--- src/design/kwlc_pkg.sv ---
// ----------------------------------------------------------------------------
// kwlc_pkg: shared types and constants for the keyword and literal counter
// Keyword table, byte codes, queue depths and the item and report row types.
// ----------------------------------------------------------------------------
package kwlc_pkg;

    // Defaults for the top level parameters
    localparam int DEF_CHUNK_LIMIT     = 1023;
    localparam int DEF_KEYWORD_COUNT   = 17;
    localparam int DEF_MAX_KEYWORD_LEN = 8;
    localparam int DEF_COUNT_BITS      = 32;
    localparam int DEF_IN_DEPTH        = 2;
    localparam int DEF_OUT_DEPTH       = 2;

    // Fixed field widths
    localparam int OUT_W = 32;
    localparam int IDX_W = 5;
    localparam int POS_W = 10;

    // Byte codes
    localparam logic [7:0] CHAR_NUL   = 8'h00;
    localparam logic [7:0] CHAR_NL    = 8'h0A;
    localparam logic [7:0] CHAR_QUOTE = 8'h22;

    // Keyword table, right-aligned text with lengths
    localparam int KW_SLOTS     = 17;
    localparam int KW_MAX_CHARS = 16;

    localparam logic [8*KW_MAX_CHARS-1:0] KW_TEXT [KW_SLOTS] = '{
        "strlen", "strcpy", "strncpy", "strcat", "strncat", "strcmp",
        "strncmp", "strchr", "strrchr", "strstr", "strtok", "sprintf",
        "snprintf", "sscanf", "fgets", "puts", "gets"
    };

    localparam int KW_LEN [KW_SLOTS] = '{
        6, 6, 7, 6, 7, 6, 7, 6, 7, 6, 6, 7, 8, 6, 5, 4, 4
    };

    // Character j (from the start) of keyword k, zero past its end
    function automatic logic [7:0] kw_char(input int k, input int j);
        logic [7:0] c;
        c = 8'h00;
        if (j < KW_LEN[k])
        begin
            c = KW_TEXT[k][8*(KW_LEN[k]-1-j) +: 8];
        end
        return c;
    endfunction

    // One classified input item
    typedef struct packed {
        logic [7:0] text_byte;
        logic       end_of_text;
        logic       is_quote;
        logic       is_zero;
        logic       is_newline;
    } item_t;

    // One report row
    typedef struct packed {
        logic [IDX_W-1:0] keyword_index;
        logic [OUT_W-1:0] keyword_hits;
        logic [OUT_W-1:0] literal_total;
        logic [OUT_W-1:0] literal_bytes;
        logic [OUT_W-1:0] hits_sum;
        logic             final_row;
    } out_row_t;

endpackage

--- src/design/kwlc_fifo.sv ---
// ----------------------------------------------------------------------------
// kwlc_fifo: small register queue
// First-in first-out buffer with push/full and pop/empty handshakes.
// ----------------------------------------------------------------------------
module kwlc_fifo
    import kwlc_pkg::*;
#(
    parameter int WIDTH = 8,
    parameter int DEPTH = DEF_IN_DEPTH
)
(
    input  logic             clk,
    input  logic             rst_n,
    input  logic             push,
    input  logic [WIDTH-1:0] wr_data,
    output logic             full,
    input  logic             pop,
    output logic [WIDTH-1:0] rd_data,
    output logic             empty
);

    localparam int AW = (DEPTH > 1) ? $clog2(DEPTH) : 1;
    localparam int CW = $clog2(DEPTH + 1);

    logic [WIDTH-1:0] store [DEPTH];
    logic [AW-1:0]    wr_ptr_reg, wr_ptr_next;
    logic [AW-1:0]    rd_ptr_reg, rd_ptr_next;
    logic [CW-1:0]    cnt_reg, cnt_next;
    logic             do_push, do_pop;

    assign full    = (cnt_reg == CW'(DEPTH));
    assign empty   = (cnt_reg == '0);
    assign do_push = push & ~full;
    assign do_pop  = pop & ~empty;
    assign rd_data = store[rd_ptr_reg];

    // Advance pointers with wrap and track occupancy
    always_comb
    begin
        wr_ptr_next = wr_ptr_reg;
        rd_ptr_next = rd_ptr_reg;
        cnt_next    = cnt_reg;
        if (do_push)
        begin
            wr_ptr_next = (wr_ptr_reg == AW'(DEPTH-1)) ? '0 : wr_ptr_reg + 1'b1;
        end
        if (do_pop)
        begin
            rd_ptr_next = (rd_ptr_reg == AW'(DEPTH-1)) ? '0 : rd_ptr_reg + 1'b1;
        end
        if (do_push && !do_pop)
        begin
            cnt_next = cnt_reg + 1'b1;
        end
        else if (do_pop && !do_push)
        begin
            cnt_next = cnt_reg - 1'b1;
        end
    end

    always_ff @(posedge clk or negedge rst_n)
    begin
        if (!rst_n)
        begin
            wr_ptr_reg <= '0;
            rd_ptr_reg <= '0;
            cnt_reg    <= '0;
        end
        else
        begin
            wr_ptr_reg <= wr_ptr_next;
            rd_ptr_reg <= rd_ptr_next;
            cnt_reg    <= cnt_next;
        end
    end

    // Hold entry data, no reset needed
    always_ff @(posedge clk)
    begin
        if (do_push)
        begin
            store[wr_ptr_reg] <= wr_data;
        end
    end

endmodule

--- src/design/kwlc_front.sv ---
// ----------------------------------------------------------------------------
// kwlc_front: input stage
// Accepts text items, tags quote, zero and newline bytes, and queues them.
// ----------------------------------------------------------------------------
module kwlc_front
    import kwlc_pkg::*;
#(
    parameter int IN_DEPTH = DEF_IN_DEPTH
)
(
    input  logic       clk,
    input  logic       rst_n,
    input  logic       push,
    input  logic [7:0] text_byte,
    input  logic       end_of_text,
    output logic       full,
    output item_t      item,
    output logic       item_valid,
    input  logic       item_pop
);

    item_t                 tagged_item;
    logic [$bits(item_t)-1:0] q_data;
    logic                  q_empty;

    // Classify the incoming byte
    always_comb
    begin
        tagged_item.text_byte   = text_byte;
        tagged_item.end_of_text = end_of_text;
        tagged_item.is_quote    = (text_byte == CHAR_QUOTE);
        tagged_item.is_zero     = (text_byte == CHAR_NUL);
        tagged_item.is_newline  = (text_byte == CHAR_NL);
    end

    kwlc_fifo #(
        .WIDTH ($bits(item_t)),
        .DEPTH (IN_DEPTH)
    ) u_queue (
        .clk     (clk),
        .rst_n   (rst_n),
        .push    (push),
        .wr_data (tagged_item),
        .full    (full),
        .pop     (item_pop),
        .rd_data (q_data),
        .empty   (q_empty)
    );

    assign item       = item_t'(q_data);
    assign item_valid = ~q_empty;

endmodule

--- src/design/kwlc_back.sv ---
// ----------------------------------------------------------------------------
// kwlc_back: scan and report engine
// Runs one shift-and matcher per keyword, pairs quotes, tracks chunks, and
// walks the report rows on an end item.
// ----------------------------------------------------------------------------
module kwlc_back
    import kwlc_pkg::*;
#(
    parameter int CHUNK_LIMIT     = DEF_CHUNK_LIMIT,
    parameter int KEYWORD_COUNT   = DEF_KEYWORD_COUNT,
    parameter int MAX_KEYWORD_LEN = DEF_MAX_KEYWORD_LEN,
    parameter int COUNT_BITS      = DEF_COUNT_BITS
)
(
    input  logic     clk,
    input  logic     rst_n,
    input  item_t    item,
    input  logic     item_valid,
    output logic     item_pop,
    output out_row_t row,
    output logic     row_push,
    input  logic     row_full
);

    localparam int KI_W  = (KEYWORD_COUNT > 1) ? $clog2(KEYWORD_COUNT) : 1;
    localparam int PC_W  = $clog2(KEYWORD_COUNT + 1);
    localparam int SUM_W = ((COUNT_BITS > POS_W) ? COUNT_BITS : POS_W) + 1;
    localparam logic [COUNT_BITS-1:0] CNT_MAX = '1;

    typedef enum logic [1:0] {
        ST_SCAN   = 2'b01,
        ST_REPORT = 2'b10
    } back_state_t;

    back_state_t state_reg, state_next;
    logic [KI_W-1:0] idx_reg, idx_next;

    logic [MAX_KEYWORD_LEN-1:0] partial_reg [KEYWORD_COUNT];
    logic [MAX_KEYWORD_LEN-1:0] partial_next [KEYWORD_COUNT];
    logic [MAX_KEYWORD_LEN-1:0] step_bits [KEYWORD_COUNT];
    logic [COUNT_BITS-1:0]      count_reg [KEYWORD_COUNT];
    logic [COUNT_BITS-1:0]      count_next [KEYWORD_COUNT];
    logic [KEYWORD_COUNT-1:0]   complete;
    logic [KEYWORD_COUNT-1:0]   bump;

    logic                  inside_reg, inside_next;
    logic [POS_W-1:0]      olen_reg, olen_next;
    logic [POS_W-1:0]      pos_reg, pos_next;
    logic                  stopped_reg, stopped_next;
    logic [COUNT_BITS-1:0] pair_count_reg, pair_count_next;
    logic [COUNT_BITS-1:0] pair_bytes_reg, pair_bytes_next;
    logic [COUNT_BITS-1:0] sum_reg, sum_next;

    logic [PC_W-1:0]  bump_cnt;
    logic [SUM_W-1:0] pair_count_add, pair_bytes_add, sum_add;
    logic [POS_W-1:0] pos_inc;
    logic             byte_go, end_go;

    // Per-keyword shift-and step on the head byte
    for (genvar k = 0; k < KEYWORD_COUNT; k++)
    begin : g_kw
        localparam int LEN = (KW_LEN[k] > MAX_KEYWORD_LEN) ? MAX_KEYWORD_LEN : KW_LEN[k];
        for (genvar j = 0; j < MAX_KEYWORD_LEN; j++)
        begin : g_bit
            localparam logic [7:0] CH = kw_char(k, j);
            if (j >= LEN)
            begin : g_off
                assign step_bits[k][j] = 1'b0;
            end
            else if (j == 0)
            begin : g_first
                assign step_bits[k][j] = (item.text_byte == CH);
            end
            else
            begin : g_next
                assign step_bits[k][j] = partial_reg[k][j-1] & (item.text_byte == CH);
            end
        end
        assign complete[k] = step_bits[k][LEN-1];
        assign bump[k]     = complete[k] & (count_reg[k] != CNT_MAX);
    end

    // Count keyword increments on this byte
    always_comb
    begin
        bump_cnt = '0;
        for (int k = 0; k < KEYWORD_COUNT; k++)
        begin
            bump_cnt = bump_cnt + PC_W'(bump[k]);
        end
    end

    assign pair_count_add = SUM_W'(pair_count_reg) + SUM_W'(1);
    assign pair_bytes_add = SUM_W'(pair_bytes_reg) + SUM_W'(olen_reg);
    assign sum_add        = SUM_W'(sum_reg) + SUM_W'(bump_cnt);
    assign pos_inc        = pos_reg + 1'b1;

    assign byte_go = (state_reg == ST_SCAN) & item_valid & ~item.end_of_text;
    assign end_go  = (state_reg == ST_SCAN) & item_valid & item.end_of_text;

    // Next-state logic for scanning and reporting
    always_comb
    begin
        state_next      = state_reg;
        idx_next        = idx_reg;
        inside_next     = inside_reg;
        olen_next       = olen_reg;
        pos_next        = pos_reg;
        stopped_next    = stopped_reg;
        pair_count_next = pair_count_reg;
        pair_bytes_next = pair_bytes_reg;
        sum_next        = sum_reg;
        item_pop        = 1'b0;
        row_push        = 1'b0;
        for (int k = 0; k < KEYWORD_COUNT; k++)
        begin
            partial_next[k] = partial_reg[k];
            count_next[k]   = count_reg[k];
        end

        case (state_reg)
            ST_SCAN:
            begin
                if (byte_go)
                begin
                    item_pop = 1'b1;
                    if (!stopped_reg)
                    begin
                        if (item.is_zero)
                        begin
                            // Stop matching for the rest of the chunk
                            stopped_next = 1'b1;
                            inside_next  = 1'b0;
                            olen_next    = '0;
                            for (int k = 0; k < KEYWORD_COUNT; k++)
                            begin
                                partial_next[k] = '0;
                            end
                        end
                        else
                        begin
                            // Pair quotes left to right
                            if (item.is_quote)
                            begin
                                if (inside_reg)
                                begin
                                    pair_count_next = (pair_count_add > SUM_W'(CNT_MAX)) ?
                                                      CNT_MAX : COUNT_BITS'(pair_count_add);
                                    pair_bytes_next = (pair_bytes_add > SUM_W'(CNT_MAX)) ?
                                                      CNT_MAX : COUNT_BITS'(pair_bytes_add);
                                    inside_next = 1'b0;
                                end
                                else
                                begin
                                    inside_next = 1'b1;
                                end
                                olen_next = '0;
                            end
                            else if (inside_reg)
                            begin
                                olen_next = olen_reg + 1'b1;
                            end
                            // Advance matchers, drop a matcher after a full hit
                            for (int k = 0; k < KEYWORD_COUNT; k++)
                            begin
                                partial_next[k] = complete[k] ? '0 : step_bits[k];
                                if (bump[k])
                                begin
                                    count_next[k] = count_reg[k] + 1'b1;
                                end
                            end
                            sum_next = (sum_add > SUM_W'(CNT_MAX)) ?
                                       CNT_MAX : COUNT_BITS'(sum_add);
                        end
                    end
                    // Close the chunk on newline or length limit
                    pos_next = pos_inc;
                    if (item.is_newline || (pos_inc >= POS_W'(CHUNK_LIMIT)))
                    begin
                        pos_next     = '0;
                        stopped_next = 1'b0;
                        inside_next  = 1'b0;
                        olen_next    = '0;
                        for (int k = 0; k < KEYWORD_COUNT; k++)
                        begin
                            partial_next[k] = '0;
                        end
                    end
                end
                else if (end_go)
                begin
                    item_pop   = 1'b1;
                    state_next = ST_REPORT;
                    idx_next   = '0;
                end
            end

            ST_REPORT:
            begin
                if (!row_full)
                begin
                    row_push = 1'b1;
                    if (idx_reg == KI_W'(KEYWORD_COUNT - 1))
                    begin
                        // Last row out: clear everything
                        state_next      = ST_SCAN;
                        idx_next        = '0;
                        inside_next     = 1'b0;
                        olen_next       = '0;
                        pos_next        = '0;
                        stopped_next    = 1'b0;
                        pair_count_next = '0;
                        pair_bytes_next = '0;
                        sum_next        = '0;
                        for (int k = 0; k < KEYWORD_COUNT; k++)
                        begin
                            partial_next[k] = '0;
                            count_next[k]   = '0;
                        end
                    end
                    else
                    begin
                        idx_next = idx_reg + 1'b1;
                    end
                end
            end

            default:
            begin
                state_next = ST_SCAN;
            end
        endcase
    end

    // Build the current report row
    always_comb
    begin
        row.keyword_index = IDX_W'(idx_reg);
        row.keyword_hits  = OUT_W'(count_reg[idx_reg]);
        row.literal_total = OUT_W'(pair_count_reg);
        row.literal_bytes = OUT_W'(pair_bytes_reg);
        row.hits_sum      = OUT_W'(sum_reg);
        row.final_row     = (idx_reg == KI_W'(KEYWORD_COUNT - 1));
    end

    always_ff @(posedge clk or negedge rst_n)
    begin
        if (!rst_n)
        begin
            state_reg      <= ST_SCAN;
            idx_reg        <= '0;
            inside_reg     <= 1'b0;
            olen_reg       <= '0;
            pos_reg        <= '0;
            stopped_reg    <= 1'b0;
            pair_count_reg <= '0;
            pair_bytes_reg <= '0;
            sum_reg        <= '0;
            for (int k = 0; k < KEYWORD_COUNT; k++)
            begin
                partial_reg[k] <= '0;
                count_reg[k]   <= '0;
            end
        end
        else
        begin
            state_reg      <= state_next;
            idx_reg        <= idx_next;
            inside_reg     <= inside_next;
            olen_reg       <= olen_next;
            pos_reg        <= pos_next;
            stopped_reg    <= stopped_next;
            pair_count_reg <= pair_count_next;
            pair_bytes_reg <= pair_bytes_next;
            sum_reg        <= sum_next;
            for (int k = 0; k < KEYWORD_COUNT; k++)
            begin
                partial_reg[k] <= partial_next[k];
                count_reg[k]   <= count_next[k];
            end
        end
    end

endmodule

--- src/design/keyword_and_literal_counter.sv ---
// ----------------------------------------------------------------------------
// keyword_and_literal_counter: keyword and quoted-literal counter
// Counts fixed keywords and closed quote pairs in a text byte stream.
// ----------------------------------------------------------------------------
// Usage:
//   Input queue: drive text_byte/end_of_text with push; a transfer happens
//   when push is high and full is low. A byte item yields no result; an
//   end item yields one row per keyword (KEYWORD_COUNT rows), the last
//   flagged by final_row, and then all counts clear.
//   Result queue: while empty is low the oldest row is on the ports; pop
//   takes it.
//   Throughput: one byte per cycle while the scan engine is not reporting,
//   set by the matcher update in the scan engine. An end item holds the
//   scan engine while it writes its rows, one per cycle while the result
//   queue is not full. Rows enter the result queue once the end item is popped.
//   Stall: when the receiver stops popping, the result queue fills, the
//   report pauses, the input queue fills and full rises; nothing is lost.
//   Reset: all counts, chunk state and both queues clear; no clearing pass.
// ----------------------------------------------------------------------------
module keyword_and_literal_counter
    import kwlc_pkg::*;
#(
    parameter int CHUNK_LIMIT     = DEF_CHUNK_LIMIT,
    parameter int KEYWORD_COUNT   = DEF_KEYWORD_COUNT,
    parameter int MAX_KEYWORD_LEN = DEF_MAX_KEYWORD_LEN,
    parameter int COUNT_BITS      = DEF_COUNT_BITS,
    parameter int IN_DEPTH        = DEF_IN_DEPTH,
    parameter int OUT_DEPTH       = DEF_OUT_DEPTH
)
(
    input  logic             clk,
    input  logic             rst_n,
    input  logic             push,
    output logic             full,
    input  logic [7:0]       text_byte,
    input  logic             end_of_text,
    output logic             empty,
    input  logic             pop,
    output logic [IDX_W-1:0] keyword_index,
    output logic [OUT_W-1:0] keyword_hits,
    output logic [OUT_W-1:0] literal_total,
    output logic [OUT_W-1:0] literal_bytes,
    output logic [OUT_W-1:0] hits_sum,
    output logic             final_row
);

    item_t    item;
    logic     item_valid;
    logic     item_pop;
    out_row_t row;
    logic     row_push;
    logic     row_full;
    logic [$bits(out_row_t)-1:0] head_data;
    out_row_t head_row;

    kwlc_front #(
        .IN_DEPTH (IN_DEPTH)
    ) u_front (
        .clk         (clk),
        .rst_n       (rst_n),
        .push        (push),
        .text_byte   (text_byte),
        .end_of_text (end_of_text),
        .full        (full),
        .item        (item),
        .item_valid  (item_valid),
        .item_pop    (item_pop)
    );

    kwlc_back #(
        .CHUNK_LIMIT     (CHUNK_LIMIT),
        .KEYWORD_COUNT   (KEYWORD_COUNT),
        .MAX_KEYWORD_LEN (MAX_KEYWORD_LEN),
        .COUNT_BITS      (COUNT_BITS)
    ) u_back (
        .clk        (clk),
        .rst_n      (rst_n),
        .item       (item),
        .item_valid (item_valid),
        .item_pop   (item_pop),
        .row        (row),
        .row_push   (row_push),
        .row_full   (row_full)
    );

    kwlc_fifo #(
        .WIDTH ($bits(out_row_t)),
        .DEPTH (OUT_DEPTH)
    ) u_out_queue (
        .clk     (clk),
        .rst_n   (rst_n),
        .push    (row_push),
        .wr_data (row),
        .full    (row_full),
        .pop     (pop),
        .rd_data (head_data),
        .empty   (empty)
    );

    // Split the head row onto the result ports
    assign head_row      = out_row_t'(head_data);
    assign keyword_index = head_row.keyword_index;
    assign keyword_hits  = head_row.keyword_hits;
    assign literal_total = head_row.literal_total;
    assign literal_bytes = head_row.literal_bytes;
    assign hits_sum      = head_row.hits_sum;
    assign final_row     = head_row.final_row;

endmodule

--- config.mk ---
export PLATFORM = sky130hd
export DESIGN_NAME = keyword_and_literal_counter
export DESIGN_NICKNAME = d
export VERILOG_FILES = /design/src/design/kwlc_pkg.sv /design/src/design/kwlc_fifo.sv /design/src/design/kwlc_front.sv /design/src/design/kwlc_back.sv /design/src/design/keyword_and_literal_counter.sv
export SDC_FILE = /design/constraint.sdc
export NUM_CORES = 2
export LEC_CHECK = 0
export BUFFER_PORTS_ARGS = -buffer_cell sky130_fd_sc_hd__buf_2
export CAP_MARGIN = 20
export CELL_PAD_IN_SITES_DETAIL_PLACEMENT = 1
export CELL_PAD_IN_SITES_GLOBAL_PLACEMENT = 2
export CORE_UTILIZATION = 38
export DETAILED_ROUTE_END_ITERATION = 10
export PLACE_DENSITY_LB_ADDON = 0.1
export SETUP_SLACK_MARGIN = 0.02
export SYNTH_ARGS = -nofsm -noshare
export SYNTH_HDL_FRONTEND = slang
export SYNTH_SLANG_ARGS = --single-unit
--- constraint.sdc ---
create_clock -name clk -period 8 [get_ports clk]
set_input_delay 0 -clock clk [delete_from_list [all_inputs] [get_ports clk]]
set_output_delay 0 -clock clk [all_outputs]
set_load 0.02 [all_outputs]
; After elaboration in Yosys (flattened, before gate mapping)
; Memory sizes are Yosys's and may differ from the RTL's.
; Cells that the tools add are included.
[word_totals]
n_memories = 2
register_bits = 764
elab_cells = 455
output_inout_bits = 136
ramBits = 292
[mem_list]
columns = name, words, width, rd, rd_clocked_by_memory_dff, wr, line
row1 = u_out_queue.store, 2, 134, 1, 0, 1, kwlc_fifo.sv:25  ; logic [WIDTH-1:0] store [DEPTH];
row2 = u_front.u_queue.store, 2, 12, 1, 0, 1, kwlc_fifo.sv:25
[classes]
eq_ne = 71
n_addsub = 47
reduce_logical = 40
muxes = 124
bitwise = 117
magnitude_cmp = 5
[op_table]
columns = cell, count
row1 = $mux W544, 5
row2 = $mux W32, 37
row3 = $pmux W544 S2, 1
row4 = $mux W133, 6
row5 = $add A32 B1 Y32 const B, 17
row6 = $ne A32 B32 Y1 const B, 17
row7 = $pmux W133 S2, 1
row8 = $pmux W32 S2, 3
row9 = $bmux W32 S5, 1
row10 = $eq A8 B7 Y1 const B, 18
row11 = $reduce_and A7 Y1, 17
row12 = $and A1 B1 Y1, 111
row13 = $mux W10, 10
row14 = $gt A33 B32 Y1 const B, 3
row15 = $add A5 B1 Y5, 15
row16 = $mux W5, 12
row17 = $ne A2 B1 Y1 const B, 21
row18 = $pmux W10 S2, 2
row19 = $add A32 B1 Y33 const B, 1
row20 = $add A32 B10 Y33, 1
row21 = $add A32 B5 Y33, 1
row22 = $mux W6, 5
row23 = $mux W1, 25
row24 = $add A10 B1 Y10 const B, 2
row25 = 35 further kinds, 72

; Depth between registers and ports, before layout
; An unclocked memory read counts as a cell.
[logic_depth]
depth_word = 27
depth_mapped = 28
depth_no_buf = 26

; By module
; Synthesis repeated with hierarchy kept, for this count alone.
[hier_totals]
cells_unflattened = 5648
hier_area_um2 = 57505.2
[modules_own_cells]
columns = mod, area_each_um2, seq_area_each_um2, instances, cells_per_inst
row1 = kwlc_back, 46298.2, 18919.4, 1, 5148
row2 = kwlc_fifo at u_out_queue, 10059.6, 8147.8, 1, 436
row3 = kwlc_fifo at u_front.u_queue, 1099.8, 820.8, 1, 56
row4 = kwlc_front, 47.5, 0.0, 1, 8

; Worst setup path before layout
; Ideal clock, no wire load.
[synth_timing]
kind = register to register
startpoint = reg u_back.state_reg[0]
endpoint = mem u_out_queue.store[0][0] (netlist name) (enable)
n_path_buf = 3
stages_incl_launch_ff = 8
arrival_time_ns = 7.146
slack_ns = 0.224
synth_period_minus_slack_ns = 7.776
cell_sequence = dfstp_2 inv_1 ha_1 clkbuf_1 clkbuf_1 clkbuf_1 nand2_1 nor2_1
[synth_via]
elab_chain_cells = 5
[synth_rtl]
columns = item, line
row1 = start: declaration, kwlc_back.sv:35  ; back_state_t state_reg, state_next;
row2 = start signal: assignment, kwlc_back.sv:267  ; state_reg <= state_next;
row3 = $eq A2 B2 Y1, kwlc_back.sv:121  ; case (state_reg)
row4 = $mux W1, kwlc_back.sv:121
row5 = $and A1 B1 Y1, kwlc_fifo.sv:33  ; assign do_push = push & ~full;
row6 = $mux W1, kwlc_fifo.sv:80  ; if (do_push)
row7 = $mux W1 (implied by the code), kwlc_fifo.sv:82  ; store[wr_ptr_reg] <= wr_data;
row8 = end: declaration, kwlc_fifo.sv:25
; Every way passes these cells.

; Final worst setup path
[layout_timing]
startpoint = reg u_back.count_reg[488] (netlist name)
endpoint = reg u_back.sum_reg[29]
[layout_via]
elab_chain_cells = 25
[layout_rtl]
columns = item, line
row1 = start: declaration, kwlc_back.sv:41  ; logic [COUNT_BITS-1:0] count_reg [KEYWORD_COUNT];
row2 = start signal: indexed assignment, kwlc_back.sv:279  ; count_reg[k] <= count_next[k];
row3 = $ne A32 B32 Y1 (*), kwlc_back.sv:80  ; assign bump[k] = complete[k] & (count_reg[k] != CNT_MAX);
row4 = $and A1 B1 Y1 (*), kwlc_back.sv:80
row5 = $add A1 B1 Y2 (*), kwlc_back.sv:89  ; bump_cnt = bump_cnt + PC_W'(bump[k]);
row6 = $add A5 B1 Y5 (*) (15 in a row), kwlc_back.sv:89
row7 = $add A32 B5 Y33 (*), kwlc_back.sv:95  ; assign sum_add = SUM_W'(sum_reg) + SUM_W'(bump_cnt);
row8 = $gt A33 B32 Y1, kwlc_back.sv:172  ; sum_next = (sum_add > SUM_W'(CNT_MAX)) ?
row9 = $mux W32 (*), kwlc_back.sv:172
row10 = $mux W32 (*), kwlc_back.sv:129  ; if (item.is_zero)
row11 = $mux W32 (*), kwlc_back.sv:127  ; if (!stopped_reg)
row12 = $mux W32 (*), kwlc_back.sv:124  ; if (byte_go)
row13 = $pmux W32 S2 (*), kwlc_back.sv:121
row14 = end signal: assignment, kwlc_back.sv:275  ; sum_reg <= sum_next;
row15 = end: declaration, kwlc_back.sv:52  ; logic [COUNT_BITS-1:0] sum_reg, sum_next;
; Mark *: on every way between the ends. The rest lies on a longest branch, timed or not. The select of a mux whose other input is x is not followed.
; A chain may end at the register's enable or synchronous reset.

==> results.sh <==
export IMPL_ys_warnings_count=0
export IMPL_cp_end_kind="flop"
export IMPL_clockRootBuffer="clkbuf_16"
export IMPL_drive_above_1_share_pct=15.1
export IMPL_rsz0062_at_grt="false"
export IMPL_period_share_pct=95.3
export IMPL_areaGrowthSynthToFinish_pct=13.4
export IMPL_track_usage_pct=26.3
export IMPL_report_final_hold_viol_count=0
export IMPL_drtIter0Drc=3576
export IMPL_tns_ns=0
export IMPL_drt_wl_total_um=198000
export IMPL_clk_pin_slew_ns=0.06
export IMPL_power_net_switching_uw=7790
export IMPL_clk_path_buf_depth=3
export IMPL_synth_flop_cell="dfrtp_1"
export IMPL_synth_distinct_cells=92
export IMPL_fin_hold_ws_ns=0.0454
export IMPL_cell_internal_pwr_uw=11400
export IMPL_setup_violations_final=0
export IMPL_synth_top_cell_area_share_pct=33.9
export IMPL_insertion_delay_ns=0.79
export IMPL_fillers=16000
export IMPL_initial_core_util_pct=38.5
export IMPL_largest_register_ffs=544
export IMPL_min_period_ns=7.63
export IMPL_final_cell_count_no_fill=7607
export IMPL_fmax_mhz=131
export IMPL_status="completed"
export IMPL_start_kind="flop"
export IMPL_drv_cap=0
export IMPL_antenna_left=0
export IMPL_pre_cts_ws_ns=0.337
export IMPL_vias=45700
export IMPL_routabilityCongestion=0.904
export IMPL_seqPwrFrac_pct=34.2
export IMPL_synth_edff_count=292
export IMPL_critical_path_class="reg2reg"
export IMPL_yosysMostFrequentCell="dfrtp_1"
export IMPL_swShare_pct=40.5
export IMPL_antenna_found_initial=10
export IMPL_grt_pass1_vias=46100
export IMPL_final_setup_worst_slack_ns=0.373
export IMPL_cts_sinks=1056
export IMPL_ys_seq_area_share_pct=49.5
export IMPL_grt_pass1_wl_um=302000
export IMPL_synth_area_sq_mm=0.0564
export IMPL_drtPass1Iterations=5
export IMPL_relSlewSlack_pct=27.1
export IMPL_synthArstFlopShare_pct=72.3
export IMPL_syn_nets=5547
export IMPL_die_y_um=387
export IMPL_tightest_slew_ns=1.08
export IMPL_fin_nets=5654
export IMPL_via_per_inst=6.01
export IMPL_worstPathMaxFanout=7
export IMPL_numCtsBuffers=131
export IMPL_report_final_slew_viol_count=0
export IMPL_crit_required_ns=8.70
export IMPL_clkPwrFrac_pct=31.2
export IMPL_die_area_sq_mm=0.150
export IMPL_numPortBuffers=148
export IMPL_cts_tree="built"
export IMPL_dp_hpwl_um=141000
export IMPL_drcViolationCount=0
export IMPL_power_share_combinational_pct=34.6
export IMPL_cp_data_arrival_time_ns=8.33
export IMPL_ios=149
export IMPL_regArea_sq_mm=0.0279
export IMPL_die_x_um=387
export IMPL_rows=140
export IMPL_synth_top_area_cell="dfrtp_1"
export IMPL_synth_cells=5472
export IMPL_clock_skew_ns=0.0339
export IMPL_multiInputGateArea_sq_mm=0.0268
export IMPL_dp_cells=7339
export IMPL_place_area_sq_mm=0.0594
export IMPL_cts_setup_buffers=0
export IMPL_final_area_sq_mm=0.0639
export IMPL_syn_area_per_cell_sq_um=10.3
export IMPL_powerDensity_mw_per_mm2=301
export IMPL_coreArea_sq_mm=0.146
export IMPL_leakage_uw=0.0245
export IMPL_yosys_top_cells_area="dfrtp_1 (34%), edfxtp_1 (16%), mux4_2 (6.4%)"
export IMPL_hold_path_class="in2reg"
export IMPL_grt_max_degree=128
export IMPL_synth_top_cells_by_count="dfrtp_1 (763), nor2_1 (519), o21ai_0 (486)"
export IMPL_ys_ff_latch=1056
export IMPL_grt_overflow=0
export IMPL_ctsHtreeMaxLevel=4
export IMPL_ir_worst_vdd_mv=0.194
export IMPL_wl_per_cell_um=26.0
-- final cells by class --
cell class / instances / area share [%]
inverters: 146 / 0.859
clock buffers: 184 / 5.82
well taps: 1917 / 3.75
flip-flops and latches: 1056 / 43.7
multi-input cells: 3950 / 41.9
diodes: 3 / 0.0117
repair buffers: 294 / 3.10
clock inverters: 57 / 0.899
-- metal layers --
| layer | up-vias | share of wire [%] | GRT usage, % |
|---|---|---|---|
| li1 | 20800 | - | - |
| met1 | 23700 | 47 | 38.1 |
| met3 | 251 | 4.2 | 3.69 |
| met4 | 12 | 3.0 | 8.04 |
| met2 | 918 | 45 | 40.7 |
| met5 | - | 0.041 | 0 |
-- power by group through the flow --
stage	registers (uW)	logic (uW)	clock network, uW
finish	6580	6650	6000
CTS	6580	6720	6170
floorplan	6440	4330	0
global placement	6650	6620	0
detailed placement	6680	6680	0
global route	6650	7180	6350
-- cells in the final DEF, fill, tap and decap left out, types with 17 or more instances in the layout --
| cell | Yosys | layout |
|---|---|---|
| mux4_2 | 159 | 159 |
| o31ai_1 | 193 | 193 |
| nor3_1 | 126 | 126 |
| xnor2_1 | 148 | 148 |
| dfrtp_1 | 763 | 759 |
| clkinv_2 | 0 | 22 |
| dlygate4sd3_1 | 0 | 17 |
| clkbuf_16 | 0 | 133 |
| o41ai_1 | 42 | 42 |
| inv_1 | 143 | 143 |
| nor4_1 | 90 | 88 |
| clkbuf_8 | 0 | 20 |
| clkbuf_1 | 247 | 31 |
| o21ai_0 | 486 | 486 |
| a22o_1 | 18 | 18 |
| edfxtp_1 | 292 | 292 |
| and3_1 | 140 | 138 |
| o21a_1 | 18 | 18 |
| a31oi_1 | 132 | 132 |
| buf_4 | 3 | 117 |
| xor2_1 | 75 | 75 |
| and4_1 | 44 | 44 |
| or4_1 | 33 | 33 |
| or3_1 | 51 | 51 |
| mux2_2 | 138 | 138 |
| ha_1 | 49 | 47 |
| buf_2 | 37 | 149 |
| and2_1 | 52 | 51 |
| a21oi_1 | 160 | 158 |
| nand4_1 | 152 | 152 |
| nor2_1 | 519 | 518 |
| or2_2 | 24 | 24 |
| nand2b_1 | 62 | 62 |
| a21o_1 | 17 | 17 |
| a32o_1 | 47 | 47 |
| nand3_1 | 271 | 270 |
| nand2_1 | 460 | 459 |
-- kinds of logic (layout without fill, tap and decap cells) --
kind of cell | Yosys count | in the layout | synth area share (%)
and+or+nand+nor | 2103 | 2103 | 18.7
adders and majority gates | 62 | 62 | 1.55
DFF | 1056 | 1056 | 49.5
AOI/OAI and AO/OA | 1250 | 1250 | 14.1
buffers and inverters | 466 | 681 | 3.24
other | 0 | 3 | 0
muxes | 312 | 312 | 9.41
xor gates and xnor gates | 223 | 223 | 3.47
-- timing repair --
| item | 4_1_cts | 5_1_grt |
|---|---|---|
| endpoints found under the setup margin | 0 | 6 |
| resized for setup | 0 | 1 |
| hold endpoints to repair | 313 | 0 |
| hold buffers | 18 | 0 |
-- final timing paths --
path                                   startpoint                          end  slack, ns  cells after the start
max                         u_back.count_reg[488]           u_back.sum_reg[29]       0.37                     22
min                                  text_byte[4]  u_front.u_queue.store[1][8]       0.05                      2
max reg2reg                 u_back.count_reg[488]           u_back.sum_reg[29]       0.37                     22
min reg2reg                u_back.partial_reg[72]       u_back.partial_reg[72]       0.47                      2
max in group asynchronous                   rst_n            u_back.idx_reg[0]       6.02                      5
min in group asynchronous                   rst_n      u_back.partial_reg[101]       0.52                      4
-- per-stage QoR --
stage	util (%)	power [uW]
finish	43.6	19200
global route	43.6	20200
CTS	43.6	19500
detailed placement	40.5	13400
global placement	40.5	13300
floorplan	-	10800
-- worst max-delay path, cell delays in order, from the launching register on --
cell and delay (ns):
dfrtp_1 0.42, nand4_1 0.21, or3_1 0.52, or3_1 0.54, nor3_1 0.31, nor2_1 0.08
ha_1 0.28, inv_1 0.05, fa_1 0.51, fa_1 0.52, fa_1 0.59, fa_1 0.57
inv_1 0.05, ha_1 0.22, fa_1 0.40, xor2_1 0.18, ha_1 0.31, a21oi_1 0.12
o21a_1 0.23, nor4_1 0.53, nor4b_1 0.56, a31oi_1 0.16, nor3_1 0.19
Power figures use the tool's default switching activity.
